### src/sv/tsfc_pkg.sv
`default_nettype none

package tsfc_pkg;

    // Field and bus widths
    localparam int unsigned RAW_W    = 11;
    localparam int unsigned POS_W    = 12;
    localparam int unsigned SUM_W    = 15;
    localparam int unsigned CNT_W    = 4;
    localparam int unsigned THR_W    = 8;
    localparam int unsigned PROD_W   = RAW_W + POS_W;
    localparam int unsigned S_DATA_W = 32;
    localparam int unsigned S_USER_W = 1;
    localparam int unsigned M_DATA_W = 24;
    localparam int unsigned M_USER_W = 3;
    localparam int unsigned ADDR_W   = 5;
    localparam int unsigned APB_W    = 32;

    // Batch handling
    localparam logic [CNT_W-1:0] BATCH_LEN   = 4'd10;
    localparam int unsigned      BATCH_SHIFT = 3;
    localparam logic [RAW_W-1:0] RAW_MAX     = 11'h7FF;

    // Register reset values
    localparam logic [POS_W-1:0] WIDTH_RST     = 12'd800;
    localparam logic [POS_W-1:0] HEIGHT_RST    = 12'd480;
    localparam logic [THR_W-1:0] THRESHOLD_RST = 8'd8;

    // Register indexes (byte address / 4)
    localparam logic [2:0] REG_CALIBRATING = 3'd0;
    localparam logic [2:0] REG_CAL_MIN_X   = 3'd1;
    localparam logic [2:0] REG_CAL_MAX_X   = 3'd2;
    localparam logic [2:0] REG_CAL_MIN_Y   = 3'd3;
    localparam logic [2:0] REG_CAL_MAX_Y   = 3'd4;
    localparam logic [2:0] REG_WIDTH       = 3'd5;
    localparam logic [2:0] REG_HEIGHT      = 3'd6;
    localparam logic [2:0] REG_THRESHOLD   = 3'd7;

    // Input operations
    localparam logic OP_SAMPLE  = 1'b0;
    localparam logic OP_RELEASE = 1'b1;

    // Event kinds
    localparam logic [1:0] EV_PRESS     = 2'd0;
    localparam logic [1:0] EV_MOVE      = 2'd1;
    localparam logic [1:0] EV_RELEASE   = 2'd2;
    localparam logic [1:0] EV_CAL_POINT = 2'd3;

    typedef enum logic [2:0] {
        ST_IDLE,
        ST_AVG,
        ST_SETUP,
        ST_MUL,
        ST_DIV,
        ST_CHECK,
        ST_EMIT
    } t_state;

endpackage

`default_nettype wire

### src/sv/touch_sample_filter_calibrate.sv
`default_nettype none

// Touch-panel sample filter and calibration scaler.
// Slave stream: one transfer per item. s_tuser is the operation (0 sample pair,
// 1 pen released); s_tdata carries the raw reply bytes of the X and Y conversions.
// Master stream: one transfer per press, move, release or calibration point.
// Configuration: APB-style port, eight registers at byte addresses 0x00..0x1C,
// pready tied high. They are to be written only while the block is idle, which
// the block itself does not enforce. A sample item that does not complete a
// batch of ten is only accumulated; a release with the pen down goes on to load
// the result. The tenth sample forms the trimmed averages, then per axis a setup
// step, a multiply step and the shared restoring divider, then a motion check
// and, if the position moved past the threshold, the result load; in calibration
// mode the averages become the position and nothing is emitted. The divider is
// used by X then Y. Results that saturate or scale to zero skip the divider.
// s_tready is high only in the idle state; while the output register still
// holds an untaken result the block may accept items that yield nothing, and
// an item that yields a result waits for the register to empty.
// Reset clears registers to their defaults, the batch and the pen state, and
// empties the output register. A stalled receiver holds m_tdata and m_tuser.
module touch_sample_filter_calibrate (
    input  wire logic                            i_clk,
    input  wire logic                            i_rst_n,
    // slave stream
    input  wire logic                            s_tvalid,
    output logic                                 s_tready,
    // [7:0] x_high_byte, [15:8] x_low_byte, [23:16] y_high_byte, [31:24] y_low_byte
    input  wire logic [tsfc_pkg::S_DATA_W-1:0]   s_tdata,
    // [0] operation
    input  wire logic [tsfc_pkg::S_USER_W-1:0]   s_tuser,
    // master stream
    output logic                                 m_tvalid,
    input  wire logic                            m_tready,
    // [11:0] pos_x, [23:12] pos_y
    output logic [tsfc_pkg::M_DATA_W-1:0]        m_tdata,
    // [1:0] event_kind, [2] uncalibrated
    output logic [tsfc_pkg::M_USER_W-1:0]        m_tuser,
    // configuration port
    input  wire logic                            psel,
    input  wire logic                            penable,
    input  wire logic                            pwrite,
    input  wire logic [tsfc_pkg::ADDR_W-1:0]     paddr,
    input  wire logic [tsfc_pkg::APB_W-1:0]      pwdata,
    output logic [tsfc_pkg::APB_W-1:0]           prdata,
    output logic                                 pready
);
    import tsfc_pkg::*;

    // configuration registers
    logic             r_calibrating;
    logic [RAW_W-1:0] r_cal_min_x, r_cal_max_x, r_cal_min_y, r_cal_max_y;
    logic [POS_W-1:0] r_width, r_height;
    logic [THR_W-1:0] r_threshold;

    // batch and position state
    logic [CNT_W-1:0] r_count;
    logic [SUM_W-1:0] r_sum_x, r_sum_y;
    logic [RAW_W-1:0] r_low_x, r_high_x, r_low_y, r_high_y;
    logic [RAW_W-1:0] r_avg_x, r_avg_y;
    logic [POS_W-1:0] r_cur_x, r_cur_y, r_rep_x, r_rep_y;
    logic             r_pen_down;
    logic [1:0]       r_kind;

    // sequencer and shared scaling unit
    t_state           r_state, n_state;
    logic             r_axis;
    logic [RAW_W-1:0] r_num, r_den;
    logic [POS_W-1:0] r_span;
    logic [RAW_W-1:0] r_rem;
    logic [POS_W-1:0] r_dvd;
    logic [CNT_W-1:0] r_step;

    // output register
    logic              r_out_valid;
    logic [1:0]        r_out_kind;
    logic              r_out_unc;
    logic [POS_W-1:0]  r_out_x, r_out_y;

    logic             cfg_wr;
    logic [2:0]       cfg_idx;
    logic             in_acc;
    logic             in_op;
    logic [RAW_W-1:0] in_x, in_y;
    logic [CNT_W-1:0] n_count;
    logic             out_free;

    assign pready   = 1'b1;
    assign cfg_wr   = psel && penable && pwrite;
    assign cfg_idx  = paddr[ADDR_W-1:2];
    assign s_tready = (r_state == ST_IDLE);
    assign in_acc   = s_tvalid && s_tready;
    assign in_op    = s_tuser[0];
    assign in_x     = {s_tdata[6:0], s_tdata[15:12]};
    assign in_y     = {s_tdata[22:16], s_tdata[31:28]};
    assign n_count  = r_count + CNT_W'(1);
    assign out_free = !r_out_valid || m_tready;

    assign m_tvalid = r_out_valid;
    assign m_tdata  = {r_out_y, r_out_x};
    assign m_tuser  = {r_out_unc, r_out_kind};

    // register read mux
    always_comb begin
        prdata = '0;
        unique case (cfg_idx)
            REG_CALIBRATING: prdata = APB_W'(r_calibrating);
            REG_CAL_MIN_X:   prdata = APB_W'(r_cal_min_x);
            REG_CAL_MAX_X:   prdata = APB_W'(r_cal_max_x);
            REG_CAL_MIN_Y:   prdata = APB_W'(r_cal_min_y);
            REG_CAL_MAX_Y:   prdata = APB_W'(r_cal_max_y);
            REG_WIDTH:       prdata = APB_W'(r_width);
            REG_HEIGHT:      prdata = APB_W'(r_height);
            REG_THRESHOLD:   prdata = APB_W'(r_threshold);
            default:         prdata = '0;
        endcase
    end

    always_ff @(posedge i_clk) begin
        if (!i_rst_n) begin
            r_calibrating <= 1'b0;
            r_cal_min_x   <= '0;
            r_cal_max_x   <= '0;
            r_cal_min_y   <= '0;
            r_cal_max_y   <= '0;
            r_width       <= WIDTH_RST;
            r_height      <= HEIGHT_RST;
            r_threshold   <= THRESHOLD_RST;
        end else if (cfg_wr) begin
            unique case (cfg_idx)
                REG_CALIBRATING: r_calibrating <= pwdata[0];
                REG_CAL_MIN_X:   r_cal_min_x   <= pwdata[RAW_W-1:0];
                REG_CAL_MAX_X:   r_cal_max_x   <= pwdata[RAW_W-1:0];
                REG_CAL_MIN_Y:   r_cal_min_y   <= pwdata[RAW_W-1:0];
                REG_CAL_MAX_Y:   r_cal_max_y   <= pwdata[RAW_W-1:0];
                REG_WIDTH:       r_width       <= pwdata[POS_W-1:0];
                REG_HEIGHT:      r_height      <= pwdata[POS_W-1:0];
                REG_THRESHOLD:   r_threshold   <= pwdata[THR_W-1:0];
                default:         r_threshold   <= r_threshold;
            endcase
        end
    end

    // Axis setup: pick operands for the axis in work, decide direction and
    // the cases that need no division.
    logic [RAW_W-1:0] ax_v, ax_lo, ax_hi, ax_num, ax_den;
    logic [POS_W-1:0] ax_span;
    logic             ax_up, ax_dn, ax_zero, ax_sat;

    always_comb begin
        ax_v    = r_axis ? r_avg_y     : r_avg_x;
        ax_lo   = r_axis ? r_cal_min_y : r_cal_min_x;
        ax_hi   = r_axis ? r_cal_max_y : r_cal_max_x;
        ax_span = r_axis ? r_height    : r_width;
        ax_up   = ax_hi > ax_lo;
        ax_dn   = ax_lo > ax_hi;
        ax_num  = ax_up ? (ax_v - ax_lo) : (ax_lo - ax_v);
        ax_den  = ax_up ? (ax_hi - ax_lo) : (ax_lo - ax_hi);
        ax_zero = !(ax_up || ax_dn) || (ax_up && (ax_v <= ax_lo)) ||
                  (ax_dn && (ax_v >= ax_lo));
        ax_sat  = ax_num >= ax_den;
    end

    // Divider step: bring down one dividend bit, subtract if it fits.
    logic [RAW_W:0]   div_t;
    logic             div_ge;
    logic [RAW_W:0]   div_diff;
    logic [PROD_W-1:0] mul_p;

    always_comb begin
        div_t    = {r_rem, r_dvd[POS_W-1]};
        div_ge   = div_t >= {1'b0, r_den};
        div_diff = div_t - {1'b0, r_den};
        mul_p    = PROD_W'(r_num) * PROD_W'(r_span);
    end

    // Motion check
    logic [POS_W-1:0] dx, dy;
    logic             moved;

    always_comb begin
        dx    = (r_rep_x > r_cur_x) ? (r_rep_x - r_cur_x) : (r_cur_x - r_rep_x);
        dy    = (r_rep_y > r_cur_y) ? (r_rep_y - r_cur_y) : (r_cur_y - r_rep_y);
        moved = (dx > POS_W'(r_threshold)) || (dy > POS_W'(r_threshold));
    end

    // next state
    always_comb begin
        n_state = r_state;
        unique case (r_state)
            ST_IDLE: begin
                if (in_acc) begin
                    if (in_op == OP_RELEASE) begin
                        n_state = r_pen_down ? ST_EMIT : ST_IDLE;
                    end else if (n_count == BATCH_LEN) begin
                        n_state = ST_AVG;
                    end
                end
            end
            ST_AVG:   n_state = r_calibrating ? ST_IDLE : ST_SETUP;
            ST_SETUP: begin
                if (ax_zero || ax_sat) begin
                    n_state = r_axis ? ST_CHECK : ST_SETUP;
                end else begin
                    n_state = ST_MUL;
                end
            end
            ST_MUL:   n_state = ST_DIV;
            ST_DIV: begin
                if (r_step == CNT_W'(POS_W - 1)) begin
                    n_state = r_axis ? ST_CHECK : ST_SETUP;
                end
            end
            ST_CHECK: n_state = moved ? ST_EMIT : ST_IDLE;
            ST_EMIT:  n_state = out_free ? ST_IDLE : ST_EMIT;
            default:  n_state = ST_IDLE;
        endcase
    end

    // control strobes
    logic do_sample, do_release, do_avg, do_store, do_emit;
    logic [POS_W-1:0] store_val;

    always_comb begin
        do_sample  = (r_state == ST_IDLE) && in_acc && (in_op == OP_SAMPLE);
        do_release = (r_state == ST_IDLE) && in_acc && (in_op == OP_RELEASE);
        do_avg     = (r_state == ST_AVG);
        do_emit    = (r_state == ST_EMIT) && out_free;
        do_store   = 1'b0;
        store_val  = '0;
        if (r_state == ST_SETUP && (ax_zero || ax_sat)) begin
            do_store  = 1'b1;
            store_val = ax_zero ? '0 : ax_span;
        end else if (r_state == ST_DIV && r_step == CNT_W'(POS_W - 1)) begin
            do_store  = 1'b1;
            store_val = {r_dvd[POS_W-2:0], div_ge};
        end
    end

    // Trimmed batch average: drop extremes, divide by eight.
    function automatic logic [RAW_W-1:0] r_avg_x_next(
        input logic [SUM_W-1:0] sum,
        input logic [RAW_W-1:0] lo,
        input logic [RAW_W-1:0] hi
    );
        logic [SUM_W-1:0] trimmed;
        trimmed = sum - SUM_W'(lo) - SUM_W'(hi);
        return trimmed[BATCH_SHIFT +: RAW_W];
    endfunction

    always_ff @(posedge i_clk) begin
        if (!i_rst_n) begin
            r_state    <= ST_IDLE;
            r_count    <= '0;
            r_sum_x    <= '0;
            r_sum_y    <= '0;
            r_low_x    <= RAW_MAX;
            r_high_x   <= '0;
            r_low_y    <= RAW_MAX;
            r_high_y   <= '0;
            r_cur_x    <= '0;
            r_cur_y    <= '0;
            r_rep_x    <= '0;
            r_rep_y    <= '0;
            r_pen_down <= 1'b0;
            r_kind     <= EV_PRESS;
            r_axis     <= 1'b0;
            r_step     <= '0;
            r_out_valid <= 1'b0;
        end else begin
            r_state <= n_state;

            // accumulate, or drop the batch on release and after averaging
            if (do_sample) begin
                r_count <= n_count;
                r_sum_x <= r_sum_x + SUM_W'(in_x);
                r_sum_y <= r_sum_y + SUM_W'(in_y);
                if (in_x < r_low_x)  r_low_x  <= in_x;
                if (in_x > r_high_x) r_high_x <= in_x;
                if (in_y < r_low_y)  r_low_y  <= in_y;
                if (in_y > r_high_y) r_high_y <= in_y;
            end else if (do_release || do_avg) begin
                r_count  <= '0;
                r_sum_x  <= '0;
                r_sum_y  <= '0;
                r_low_x  <= RAW_MAX;
                r_high_x <= '0;
                r_low_y  <= RAW_MAX;
                r_high_y <= '0;
            end

            if (do_release) begin
                r_kind     <= r_calibrating ? EV_CAL_POINT : EV_RELEASE;
                r_rep_x    <= '0;
                r_rep_y    <= '0;
                r_pen_down <= 1'b0;
            end

            if (do_avg) begin
                r_axis <= 1'b0;
                if (r_calibrating) begin
                    r_cur_x    <= POS_W'(r_avg_x_next(r_sum_x, r_low_x, r_high_x));
                    r_cur_y    <= POS_W'(r_avg_x_next(r_sum_y, r_low_y, r_high_y));
                    r_pen_down <= 1'b1;
                end
            end

            if (r_state == ST_MUL) begin
                r_rem  <= mul_p[PROD_W-1:POS_W];
                r_dvd  <= mul_p[POS_W-1:0];
                r_step <= '0;
            end

            if (r_state == ST_DIV) begin
                r_rem  <= div_ge ? div_diff[RAW_W-1:0] : div_t[RAW_W-1:0];
                r_dvd  <= {r_dvd[POS_W-2:0], div_ge};
                r_step <= r_step + CNT_W'(1);
            end

            if (do_store) begin
                if (r_axis) r_cur_y <= store_val;
                else        r_cur_x <= store_val;
                r_axis <= 1'b1;
            end

            if (r_state == ST_CHECK && moved) begin
                r_kind     <= r_pen_down ? EV_MOVE : EV_PRESS;
                r_rep_x    <= r_cur_x;
                r_rep_y    <= r_cur_y;
                r_pen_down <= 1'b1;
            end

            // output register: drop when taken, load from the emit state
            if (do_emit) begin
                r_out_valid <= 1'b1;
            end else if (m_tready) begin
                r_out_valid <= 1'b0;
            end
        end
    end

    // payload registers, no reset
    always_ff @(posedge i_clk) begin
        if (do_avg) begin
            r_avg_x <= r_avg_x_next(r_sum_x, r_low_x, r_high_x);
            r_avg_y <= r_avg_x_next(r_sum_y, r_low_y, r_high_y);
        end
        if (r_state == ST_SETUP) begin
            r_num  <= ax_num;
            r_den  <= ax_den;
            r_span <= ax_span;
        end
        if (do_emit) begin
            r_out_kind <= r_kind;
            r_out_x    <= r_cur_x;
            r_out_y    <= r_cur_y;
            r_out_unc  <= !r_calibrating &&
                          ((r_cal_min_x == r_cal_max_x) || (r_cal_min_y == r_cal_max_y));
        end
    end

endmodule

`default_nettype wire
### config.mk
export PLATFORM = sky130hd
export DESIGN_NAME = touch_sample_filter_calibrate
export DESIGN_NICKNAME = d
export VERILOG_FILES = /design/src/sv/tsfc_pkg.sv /design/src/sv/touch_sample_filter_calibrate.sv
export SDC_FILE = /design/constraint.sdc
export NUM_CORES = 1
export LEC_CHECK = 0
export BUFFER_PORTS_ARGS = -buffer_cell sky130_fd_sc_hd__buf_2
export CORE_MARGIN = 4
export CORE_UTILIZATION = 62
export CTS_BUF_LIST = sky130_fd_sc_hd__clkbuf_4
export CTS_CLUSTER_DIAMETER = 50
export CTS_CLUSTER_SIZE = 14
export DETAILED_ROUTE_END_ITERATION = 7
export PLACE_DENSITY = 0.85
export SYNTH_ARGS = -nofsm -noshare
export SYNTH_HDL_FRONTEND = slang
export SYNTH_SLANG_ARGS = --single-unit
### constraint.sdc
create_clock -name i_clk -period 19 [get_ports i_clk]
set_input_delay 3.8 -clock i_clk [delete_from_list [all_inputs] [get_ports i_clk]]
set_output_delay 3.8 -clock i_clk [all_outputs]
set_load 0.005 [all_outputs]
Word level (Yosys, flattened, before mapping)
Cells that the tools add are included.
{ "classes": {"n_bitwise": 1, "div": 0, "mux": 70, "n_eq_ne": 24, "reduce_logical": 45, "n_shift": 0, "order_cmp": 14, "mul": 1, "n_addsub": 17} }
{ "ops": {"columns": ["operator", "count"], "rows": [
  ["32-bit case mux with 8 select lines", 1],
  ["12-bit two-way mux", 19],
  ["11-bit two-way mux", 18],
  ["14-bit by 11-bit subtractor with 14-bit output", 4],
  ["11-bit subtractor", 5],
  ["12-bit subtractor", 4],
  ["15-bit two-way mux", 3],
  ["11-bit > comparator", 4],
  ["15-bit by 11-bit adder with 15-bit output", 2],
  ["3-bit two-way mux", 9],
  ["2-bit AND reduction", 13],
  ["12-bit > comparator", 2],
  ["12-bit by 8-bit > comparator with 1-bit output", 2],
  ["11-bit by 12-bit multiplier with 23-bit output", 1],
  ["11-bit equality test", 2],
  ["11-bit greater-or-equal comparator", 2],
  ["11-bit less-than comparator", 2],
  ["3-bit equality test (second input constant)", 7],
  ["3-bit case mux with 7 select lines", 1],
  ["4-bit two-way mux", 4],
  ["1-bit logical AND", 13],
  ["3-bit by 2-bit equality test with 1-bit output (second input constant)", 4],
  ["12-bit by 11-bit greater-or-equal comparator with 1-bit output", 1],
  ["1-bit two-way mux", 12],
  ["other kinds (13)", 37]
]} }
{ "word_totals": {"latchBits": 0, "mem_bits_rw": 0, "romBits": 0, "wordCells": 208, "memories": 0, "out_inout_bits": 62, "register_bits": 321, "inputBits": 77} }

Longest topological paths before layout
{ "depth": {"ltp_word": 11, "ltp_mapped": 29, "ltp_nobuf": 24} }

Worst setup path after synthesis
No wires, ideal clock.
{ "synth_path": {"path_type": "input -> output", "startpoint": "input paddr[2] (netlist bit)", "endpoint": "output prdata[0] (netlist bit)", "path_slack_ns": 10.071, "n_path_buf": 2, "arrival_time_ns": 5.129, "path_stages": 4, "t_required_ns": 15.200, "path_cell_list": "clkbuf_1 > buf_1 > mux4_2 > mux2_2"} }
{ "synth_between": {"elab_chain_len": 2, "word_cells_on_any_way": 9, "classes_between": "eq/ne (7); mux (1); reduce/logical (1)"} }
{ "synth_rtl": {"columns": ["element", "line", "source"], "rows": [
  ["start, declared", "touch_sample_filter_calibrate.sv:42", "input wire logic [tsfc_pkg::ADDR_W-1:0] paddr,"],
  ["3-bit equality test (tied with other cells)", "touch_sample_filter_calibrate.sv:105", "unique case (cfg_idx)"],
  ["32-bit case mux with 8 select lines *", "touch_sample_filter_calibrate.sv:105", null],
  ["end, declared", "touch_sample_filter_calibrate.sv:44", "output logic [tsfc_pkg::APB_W-1:0] prdata,"]
]} }
Mark *: on every way between the ends. The rest lies on a longest branch, timed or not. The select of a mux whose other input is x is not followed.

Worst setup path in the final report
{ "layout_path": {"startpoint": "input paddr[2] (netlist bit)", "endpoint": "output prdata[5] (netlist bit)"} }
Same word-level chain as after synthesis.

==> results.txt <==
Starting Density: 63.33%
Worst setup path startpoint: paddr[2]
Post-CTS Setup Repair Bufs: 0
Largest net degree at the start of global routing: 98
Clock Tree Buf Depth: 3
Final hold violations: 0
DIE AREA: 46620 µm²
Hold WC Path Type: register to register
FF-to-FF Start: r_axis
Root Buffer: clkbuf_4
Post-Synthesis Cells: 3049
CP max FO: 30
Layout Nets: 3512
CTS Buf Count: 37
Post-route setup TNS: 0 ps
Crit path capture type: output port
DRT Wirelength: 71180 µm
DRC: 0
Register-to-register setup slack: 11120 ps
Most frequent cell after synthesis: inv_1
Registers with the most flip-flops: r_sum_x (14), r_sum_y (14)
FF+latch count, synth: 319
Max-cap violations: 0
Clk pwr share: 26.9%
Switching power: 0.0005911 W
DR vias/cell: 6.151
Port bufs: 85
Worst path arrival time: 5790 ps
Share of flip-flops with an asynchronous set or reset: 0%
Commonest cells post-synth: inv_1 (327), nand2_1 (301), ha_1 (279)
Dpl cell area: 27400 µm²
Number of gates resized after CTS: 0
# clock sinks: 319
Startpoint types: input pin
Clock latency on the worst-skew pair: 810 ps
Worst reg2reg path endpoint: r_cur_x[8]
Initial antenna violation count: 1
Register area share after synthesis: 27.79%
Worst relative slew slack: 14.62%
Pint: 0.001124 W
Total power draw: 0.001715 W
Outcome: complete, no violations
RSZ-0062 raised after global routing: no
DRT Pass-1 Iters: 6
Synthesized area: 26800 µm²
Area growth syn-to-layout: 4.566%
Final setup fails: 0
Vias: 22401
Avg Cell Area, Syn: 8.790 µm²
Vias in the first global route: 22164
Clock skew: 76.39 ps
Sequential share of power: 43.7%
Reg2Reg Depth: 18
Worst-Margin Slew: 1276 ps
Hold buffer count at CTS: 0
Yosys warning total: 0
1st-iter DRT viols: 1972
Fin crit share: 50.46%
Sw frac: 34.46%
Static Leak: 12.55 nW
WL/cell: 19.54 µm
Overflow after GRT: 0
I/O pin total: 139
Fin crit period: 9588 ps
Synth cell types: 80
VDD IR max: 0.06217 mV
HPWL after DPL: 54270 µm
Antenna-violating nets left: 0
Gr usage total: 29.86%
Ys flop type: dfxtp_1
RD Place Congestion: 0.9522
Final Cell Area: 28030 µm²
CP endpoint: prdata[5]
Number of synthesized flops with an enable pin: 106
Count of pins over their slew limit: 0
Req. time, crit path: 15200 ps
TritonCTS clock tree: done
F_max: 0.1043 GHz
Area leader, netlist: dfxtp_1
Ratio of cells with drive above 1 in the final layout: 7.670%
WS Path Type: input pin to output port
Yosys top cell area share: 15.91%
Combinational Power Share: 29.5%
Row Count: 75
Global-route wire length before repair: 114800 µm
Fill cells: 3355
Die Ht: 215.9 µm
H-tree level count: 2
Die width: 215.9 µm
Core ar.: 42320 µm²
CTS clk-pin slew, worst paths: 140 ps
Area contributors post-synth: dfxtp_1 (16%), ha_1 (13%), edfxtp_1 (12%)
Power density over cell area: 61.20 nW/µm²
layout make-up:
| class | count | area [µm²] | area share (%) |
|---|---|---|---|
| clock inverter | 22 | 281.5 | 1.005 |
| multi-input combinational | 2243 | 17410 | 62.11 |
| tap | 577 | 721.9 | 2.576 |
| antenna | 1 | 2.502 | 0.008929 |
| sequential | 319 | 7448 | 26.58 |
| inverter | 328 | 1234 | 4.402 |
| timing repair buffer | 107 | 593.1 | 2.116 |
| clock buffer | 45 | 337.8 | 1.205 |
cells by family after synthesis:
kind of cell,Yosys count,synth area share (%)
simple gates,895,15.98
compound gates,612,14.92
buf+inv,506,7.586
fa+ha+maj,399,21.99
flops,319,27.79
mux,200,7.917
xor+xnor,116,3.791
other cells,2,0.02802
layer usage:
layer  share of wire (%)  GRT usage [%]  up-vias
met5                   0              0        -
met4                 4.5          12.78        0
met3                 6.9          4.402      191
met2                  47          49.31      874
met1                  42          39.35    10841
li1                    -              -    10495
how the worst min path moves through the flow:
| stage | end | slack (ps) | startpoint | cells past startpoint |
|---|---|---|---|---|
| 5_1_grt | r_height[3] | 500 | r_height[3] | 2 |
| 3_5_place_dp | r_out_kind[1] | 430 | r_kind[1] | 0 |
| 6_report | r_height[1] | 480 | r_height[1] | 2 |
| 2_1_floorplan | r_out_kind[0] | 410 | r_kind[0] | 0 |
| 3_3_place_gp | r_out_kind[1] | 450 | r_kind[1] | 0 |
| 4_1_cts | r_high_y[8] | 480 | r_high_y[8] | 2 |
power by group through the flow:
stage	Clock, W	Sequential (W)	Combinational, W
2_1_floorplan	0	0.000758	0.000362
3_3_place_gp	0	0.000762	0.000472
3_5_place_dp	0	0.000764	0.000493
4_1_cts	0.000468	0.000748	0.000497
5_1_grt	0.000495	0.000751	0.000559
6_report	0.000461	0.000749	0.000505
critical path, stage by stage:
cell      delay (ps)
buf_2            580
nor2b_1          790
a221oi_1         210
a21oi_1          240
buf_2            160
stage by stage:
stage,setup slack [ps],instances,utilization [%],hold WS (ps)
after floorplan,10070,3068,-,408.0
after global placement,9509,3574,64.75,448.8
after detailed placement,9493,3574,64.75,429.9
after CTS,9490,3641,66.21,481.2
after global routing,9352,3642,66.22,499.5
final,9412,3642,66.22,478.9
cell usage in the layout, fill, tap and decap left out, types with 23 or more instances in the layout:
master    count
inv_1       327
nand2_1     301
ha_1        279
dfxtp_1     212
a21oi_1     191
nor2_1      187
mux2i_1     164
fa_1        120
nand3_1     112
edfxtp_1    106
o21ai_0      93
buf_2        84
and2_1       77
a21o_1       67
xor2_1       63
xnor2_1      53
a211oi_1     50
clkbuf_4     45
nor3_1       40
nor2b_1      39
o21a_1       30
mux2_2       28
nand4_1      25
and4_1       24
buf_4        23
No activity file was read; power rests on OpenSTA's default activity.
